`config.mk`:
```
export PLATFORM = sky130hd
export DESIGN_NAME = rgb_to_hue
export DESIGN_NICKNAME = d
export VERILOG_FILES = /design/src/rtl/rth_pkg.sv /design/src/rtl/rgb_to_hue.sv
export SDC_FILE = /design/constraint.sdc
export NUM_CORES = 1
export LEC_CHECK = 0
export ABC_AREA = 1
export BUFFER_PORTS_ARGS = -buffer_cell sky130_fd_sc_hd__buf_4
export CAP_MARGIN = 0
export CORE_MARGIN = 4
export CORE_UTILIZATION = 40
export DETAILED_ROUTE_END_ITERATION = 12
export HOLD_SLACK_MARGIN = 0.12
export SYNTH_ARGS = -nofsm -noshare
export SYNTH_HDL_FRONTEND = slang
export SYNTH_SLANG_ARGS = --single-unit
```
`constraint.sdc`:
```
create_clock -name clk_i -period 41 [get_ports clk_i]
set_input_delay 2.05 -clock clk_i [delete_from_list [all_inputs] [get_ports clk_i]]
set_output_delay 2.05 -clock clk_i [all_outputs]
set_load 0.01 [all_outputs]
```
`src/rtl/rth_pkg.sv`:
```
// Package for the RGB-to-hue converter: field widths, defaults and sector codes.
// Depends on nothing; imported by rgb_to_hue.
`default_nettype none

package rth_pkg;

  // Width of one color channel.
  localparam int unsigned ChanW = 8;
  // Width of the hue result field and of its padded stream beat.
  localparam int unsigned HueW = 15;
  localparam int unsigned OutDataW = 16;
  // Three channels packed in the input beat.
  localparam int unsigned InDataW = 3 * ChanW;

  // Default number of fractional hue bits.
  localparam int unsigned FracBitsDefault = 6;

  // Scaled hue numerator: below 360 * 255, so 17 bits.
  localparam int unsigned NumW = 17;
  // Signed working width for the numerator before the wrap.
  localparam int unsigned SumW = 20;
  // Integer bits of the quotient: hue degrees below 512.
  localparam int unsigned QuoIntW = 9;

  // Which channel holds the largest value.
  typedef enum logic [1:0] {
    SecRed,
    SecGreen,
    SecBlue
  } sector_e;

endpackage

`default_nettype wire

```
`src/rtl/rgb_to_hue.sv`:
```
// RGB-to-hue converter: top level with the sector stage, the numerator stage
// and a one-bit-per-stage restoring divider. Depends on rth_pkg.
`default_nettype none

// Usage:
// Input beats arrive on s_axis_* with blue in tdata[7:0], green in [15:8]
// and red in [23:16]. Each beat gives exactly one output beat on m_axis_*
// carrying the hue in degrees times 2^FRAC_BITS (floor) in tdata[14:0].
// In the pipeline, one stage finds the largest channel and the range, one
// forms the scaled numerator and its wrap, and FRAC_BITS + 9 stages each
// produce one quotient bit of the division by the range.
// Throughput is one beat per clock while the receiver does not stall; a new
// beat may enter on every cycle unless the output is held.
// When the receiver stalls with a result waiting at the output, the whole
// pipeline holds and s_axis_tready drops in the same cycle; nothing is lost
// or repeated, and the pipeline resumes as soon as m_axis_tready is high.
// Reset clears all stage valid flags, so the pipeline comes up empty.
// A gray pixel (all channels equal) gives a hue of 0.
module rgb_to_hue #(
  parameter int unsigned FRAC_BITS = rth_pkg::FracBitsDefault
) (
  input  wire logic                         clk_i,
  input  wire logic                         rst_ni,
  // Input beat fields, low bit up: blue[7:0], green[15:8], red[23:16].
  input  wire logic                         s_axis_tvalid,
  output      logic                         s_axis_tready,
  input  wire logic [rth_pkg::InDataW-1:0]  s_axis_tdata,
  // Output beat fields, low bit up: hue[14:0], zero pad[15].
  output      logic                         m_axis_tvalid,
  input  wire logic                         m_axis_tready,
  output      logic [rth_pkg::OutDataW-1:0] m_axis_tdata
);
  import rth_pkg::*;

  // Quotient width and total number of divider stages.
  localparam int unsigned QuoW = QuoIntW + FRAC_BITS;

  // Pipeline advance: move when the output slot is empty or being taken.
  logic adv;
  assign adv = !m_axis_tvalid || m_axis_tready;
  assign s_axis_tready = adv;

  // ---------------------------------------------------------------------
  // Stage 1: largest channel, range and the signed channel difference.
  // ---------------------------------------------------------------------
  logic [ChanW-1:0] in_b, in_g, in_r;
  logic [ChanW-1:0] hi, lo;
  sector_e          sec_d;
  logic signed [ChanW:0] diff_d;

  assign in_b = s_axis_tdata[ChanW-1:0];
  assign in_g = s_axis_tdata[2*ChanW-1:ChanW];
  assign in_r = s_axis_tdata[3*ChanW-1:2*ChanW];

  always_comb begin
    // Red wins ties over green, green over blue.
    if (in_r >= in_g && in_r >= in_b) begin
      sec_d  = SecRed;
      hi     = in_r;
      diff_d = $signed({1'b0, in_g}) - $signed({1'b0, in_b});
    end else if (in_g >= in_b) begin
      sec_d  = SecGreen;
      hi     = in_g;
      diff_d = $signed({1'b0, in_b}) - $signed({1'b0, in_r});
    end else begin
      sec_d  = SecBlue;
      hi     = in_b;
      diff_d = $signed({1'b0, in_r}) - $signed({1'b0, in_g});
    end
    lo = in_r;
    if (in_g < lo) begin
      lo = in_g;
    end
    if (in_b < lo) begin
      lo = in_b;
    end
  end

  logic                  v1_q;
  sector_e               sec_q;
  logic [ChanW-1:0]      rng_q;
  logic signed [ChanW:0] diff_q;

  always_ff @(posedge clk_i or negedge rst_ni) begin
    if (!rst_ni) begin
      v1_q <= 1'b0;
    end else if (adv) begin
      v1_q <= s_axis_tvalid;
    end
  end

  always_ff @(posedge clk_i) begin
    if (adv) begin
      sec_q  <= sec_d;
      rng_q  <= hi - lo;
      diff_q <= diff_d;
    end
  end

  // ---------------------------------------------------------------------
  // Stage 2: numerator T = base * range + 60 * diff, wrapped when negative.
  // ---------------------------------------------------------------------
  logic [SumW-1:0]        base_term;
  logic signed [SumW-1:0] diff_x;
  logic signed [SumW-1:0] sum;
  logic signed [SumW-1:0] wrapped;
  logic [NumW-1:0]        num;
  logic                   gray;

  always_comb begin
    case (sec_q)
      SecGreen: base_term = SumW'(rng_q) * SumW'(120);
      SecBlue:  base_term = SumW'(rng_q) * SumW'(240);
      default:  base_term = '0;
    endcase
    diff_x  = SumW'(diff_q);
    sum     = $signed(base_term) + diff_x * $signed(SumW'(60));
    wrapped = sum;
    if (sum < 0) begin
      wrapped = sum + $signed(SumW'(rng_q) * SumW'(360));
    end
    gray = (rng_q == '0);
    num  = gray ? '0 : wrapped[NumW-1:0];
  end

  // Divider state per stage: partial remainder, numerator/quotient shift
  // word and divisor. Index 0 is loaded here, index QuoW holds the result.
  logic             vd_q   [QuoW+1];
  logic [ChanW-1:0] rem_q  [QuoW+1];
  logic [QuoW-1:0]  nq_q   [QuoW+1];
  logic [ChanW-1:0] dvs_q  [QuoW+1];

  // The top eight numerator bits are always below the divisor.
  logic [ChanW-1:0] rem_init;
  logic [QuoW-1:0]  nq_init;
  logic [ChanW-1:0] dvs_init;

  assign rem_init = num[NumW-1:QuoIntW];
  assign nq_init  = QuoW'(num[QuoIntW-1:0]) << FRAC_BITS;
  assign dvs_init = gray ? ChanW'(1) : rng_q;

  // ---------------------------------------------------------------------
  // Divider stages: one restoring step per stage.
  // ---------------------------------------------------------------------
  logic [ChanW-1:0] rem_d [QuoW];
  logic [QuoW-1:0]  nq_d  [QuoW];

  always_comb begin
    for (int k = 0; k < QuoW; k++) begin
      logic [ChanW:0] part;
      logic           ge;
      part     = {rem_q[k], nq_q[k][QuoW-1]};
      ge       = (part >= {1'b0, dvs_q[k]});
      rem_d[k] = ge ? ChanW'(part - {1'b0, dvs_q[k]}) : part[ChanW-1:0];
      nq_d[k]  = {nq_q[k][QuoW-2:0], ge};
    end
  end

  always_ff @(posedge clk_i or negedge rst_ni) begin
    if (!rst_ni) begin
      for (int k = 0; k <= QuoW; k++) begin
        vd_q[k] <= 1'b0;
      end
    end else if (adv) begin
      vd_q[0] <= v1_q;
      for (int k = 0; k < QuoW; k++) begin
        vd_q[k+1] <= vd_q[k];
      end
    end
  end

  always_ff @(posedge clk_i) begin
    if (adv) begin
      rem_q[0] <= rem_init;
      nq_q[0]  <= nq_init;
      dvs_q[0] <= dvs_init;
      for (int k = 0; k < QuoW; k++) begin
        rem_q[k+1] <= rem_d[k];
        nq_q[k+1]  <= nq_d[k];
        dvs_q[k+1] <= dvs_q[k];
      end
    end
  end

  // ---------------------------------------------------------------------
  // Output: the last divider stage is the output register.
  // ---------------------------------------------------------------------
  logic [HueW+QuoW-1:0] quo_ext;

  assign quo_ext       = {{HueW{1'b0}}, nq_q[QuoW]};
  assign m_axis_tvalid = vd_q[QuoW];
  assign m_axis_tdata  = OutDataW'(quo_ext[HueW-1:0]);

endmodule

`default_nettype wire

```
==> reports/results.tsv <==
stage	metric	value	unit
status	outcome	finished clean	
clock_tree	Root Driver	clkbuf_16	
worst_hold_path	min-delay src	nq_q[0][90]	
clock_tree	post-CTS setup buffer count	0	
critical_path	critical setup path kind	in2reg	
placement	global placer's final weighted congestion	0.866	
clock_tree	clock latency on the worst-skew pair	0.57	ns
grt	met1 Track Usage GR	20.3	%
synthesis	Syn. warnings	0	
synthesis	area leader, netlist	edfxtp_1	
clock_tree	clock buffer depth	3	
routing	1st-iter DRT viols	970	
routing	vias after detailed routing	16000	
critical_path	most frequent CP cell	nand2_1	
synthesis	Mapped Area	25000	µm²
critical_path	R2R Setup Slk	34.91	ns
routing	Via density	4.89	
die	Core Area	61800	µm²
grt	initial antenna violation count	0	
clock_tree	CTS tree	yes	
critical_path	CP delay by family, top	compound AO/OA/AOI/OAI gates	
final_layout	Ant. Diodes	0	
final_layout	final net count	2739	
final_layout	area of the multi-input gates	10600	µm²
synthesis	Seq/Total Area, Yosys	50.6	%
synthesis	Post-synth EDFFs	407	
synthesis	Post-synth ARST share	4.01	%
clock_tree	Reg clk slew, reported paths	0.06	ns
grt	met3 Use GR	2.38	%
timing	Rel. slew slack	31.0	%
placement	port buffer count	44	
routing	Post-DRT Antenna Nets	0	
grt	grt peak-use layer	met2	
synthesis	synth unique cells	52	
grt	pin count of the biggest net entering global routing	87	
critical_path	worst r2r src	rng_q[3]	
die	Die X	258	µm
timing	max-slew violations	0	
critical_path	Worst Path Buf+Inv	6	
clock_tree	CTS resizes	0	
grt	GR Overflow Total	0	
routing	DRT Pass-1 Iters	5	
timing	fin crit share	15.3	%
worst_hold_path	hold endpoint	nq_q[0][106]	
synthesis	syn_area_per_cell	10.7	µm²
synthesis	Net Count, Synth	2666	
timing	Worst Skew	0.0211	ns
timing	Setup TNS Final	0	ns
final_layout	area delta synth->final	10.9	%
worst_hold_path	Min-Delay Path Class	reg2reg	
grt	GR met2 Demand/Resource	23.8	%
timing	final setup fails	0	
clock_tree	TritonCTS buffer count	45	
die	die height	258	µm
synthesis	top cell type's share of synthesized area	48.9	%
critical_path	FF-to-FF End	rem_q[0][7]	
critical_path	Startpoint Class	input pin	
critical_path	Slowest cell on crit path	a211oi_1	
synthesis	Syn Inst Count	2330	
critical_path	nature of the critical path endpoint	flop	
flow_run	maxcap violations	0	
die	I/O pins	46	
critical_path	reg2reg path depth	29	
synthesis	top_reg_cell synth	edfxtp_1	
grt	vias in the first global route	16000	
routing	wire length per cell	14.8	µm
critical_path	CP Data Arrival Time	6.59	ns
worst_hold_path	Worst Hold Depth	0	
routing	WL final	48300	µm
synthesis	synth top area cells	edfxtp_1 (49%), ha_1 (13%), inv_1 (6.1%)	
timing	Worst Tran Pin Value	1.04	ns
timing	fin crit period	6.27	ns
final_layout	share of layout cells above drive strength 1	8.08	%
routing	DRC	0	
grt	global-route wire length before repair	80000	µm
clock_tree	htree depth	2	
timing	Fin. Hold Viols	0	
die	starting density of the core	40.4	%
critical_path	CP Data Required Time	41.32	ns
critical_path	Max FO, Critical Path	15	
synthesis	Yosys reg bits	424	
synthesis	Post-synth top cells	edfxtp_1 (407), inv_1 (407), nand2_1 (257)	
die	row count	91	
final_layout	FILL cells	5701	
timing	RSZ-0062 raised after global routing	false	
clock_tree	clock sinks	424	
grt	All-Layer GR Usage	14.6	%
critical_path	Critical Path Max Stage Delay	0.44	ns
clock_tree	CTS Hold Bufs	0	
final_layout	Sequential Area	12600	µm²
die	Die ar.	66500	µm²
placement	HPWL Detailed	36800	µm
timing	fmax	0.160	GHz
-- registers in the layout, summed over array words and instances (netlist names) --
| name | count |
|---|---|
| diff_q | 9 |
| rng_q | 8 |
| dvs_q | 120 |
| m_axis_tvalid | 1 |
| nq_q | 148 |
| sec_q | 2 |
| vd_q | 15 |
| rem_q | 120 |
| v1_q | 1 |
-- worst max-delay path by stage --
| stage | startpoint | end | slack, ns | cells after the start |
|---|---|---|---|---|
| 2_1_floorplan | m_axis_tready | s_axis_tready | 25.36 | 3 |
| 3_3_place_gp | s_axis_tdata[12] | rng_q[7] | 34.25 | 33 |
| 3_5_place_dp | s_axis_tdata[12] | rng_q[7] | 34.17 | 33 |
| 4_1_cts | s_axis_tdata[12] | rng_q[7] | 34.77 | 33 |
| 5_1_grt | s_axis_tdata[14] | rng_q[7] | 34.19 | 33 |
| 6_report | s_axis_tdata[12] | rng_q[7] | 34.73 | 33 |
-- worst register-to-register path: cells and delay by family (launching register included) --
kind                     cells  cell delay, ns
AND/OR/NAND/NOR             13            1.52
AO/OA/AOI/OAI                6            0.92
flip-flops                   1            0.51
XOR/XNOR                     2            0.39
buffers and inverters        3            0.41
adder cells (fa/ha/maj)      5            2.08
-- routing by layer --
layer | vias up | share of wire, %
met2 | 303 | 45
met3 | 104 | 4.3
li1 | 8067 | -
met5 | - | 0
met1 | 7542 | 48
met4 | 0 | 2.8
-- area by class of cell --
cell class              count  area share, %
repair buffers             51           1.38
well taps                 837           3.78
clock buffers              56           4.29
flip-flops and latches    424           45.6
multi-input cells        1459           38.1
inverters                 422           5.71
clock inverters            27           1.07
-- cells by family (layout without fill, tap and decap cells) --
family	Yosys count	count (layout)	synth area share (%)
compound gates	409	409	9.40
xor+xnor	148	148	5.19
fa+ha+maj	308	308	17.1
buf+inv	447	556	7.09
flops	424	424	50.6
mux	15	15	0.676
other cells	1	1	0.0150
simple gates	578	578	9.91
-- metrics by stage --
| step | hold WS, ns | instance area (µm²) | std cells | worst slack [ns] | utilization (%) |
|---|---|---|---|---|---|
| finish | 0.409 | 27700 | 3276 | 34.73 | 44.8 |
| global route | 0.419 | 27700 | 3276 | 34.19 | 44.8 |
| CTS | 0.414 | 27700 | 3276 | 34.77 | 44.8 |
| detailed placement | 0.405 | 26200 | 3193 | 34.17 | 42.4 |
| global placement | 0.401 | 26200 | 3193 | 34.25 | 42.4 |
| floorplan | 0.400 | 25000 | 2330 | 25.36 | - |
-- layout by cell type, fill, tap and decap left out, types with 4 or more instances in the layout --
cell type,count
inv_2,13
nand3_1,49
mux2_2,15
nand4_1,17
buf_4,51
nand2_4,4
dfrtp_1,17
a31oi_1,14
clkbuf_16,46
a21oi_2,13
nor4_1,5
o21ai_2,11
clkbuf_1,10
ha_1,252
o21bai_1,12
a21o_1,20
xnor2_1,37
nor2_1,181
o221ai_1,6
inv_1,407
o22ai_1,20
clkinv_1,14
nand2_2,20
xor2_1,111
nand2_1,256
nor3_1,27
bufinv_16,6
a211oi_1,11
o21ai_0,96
a21oi_1,165
nand3_2,4
edfxtp_1,407
fa_1,56
o21ai_1,29
clkinv_2,5
Power is left out: the tool's default activity adds up to more than one toggle a clock period on the data nets, which glitch-free logic cannot reach.
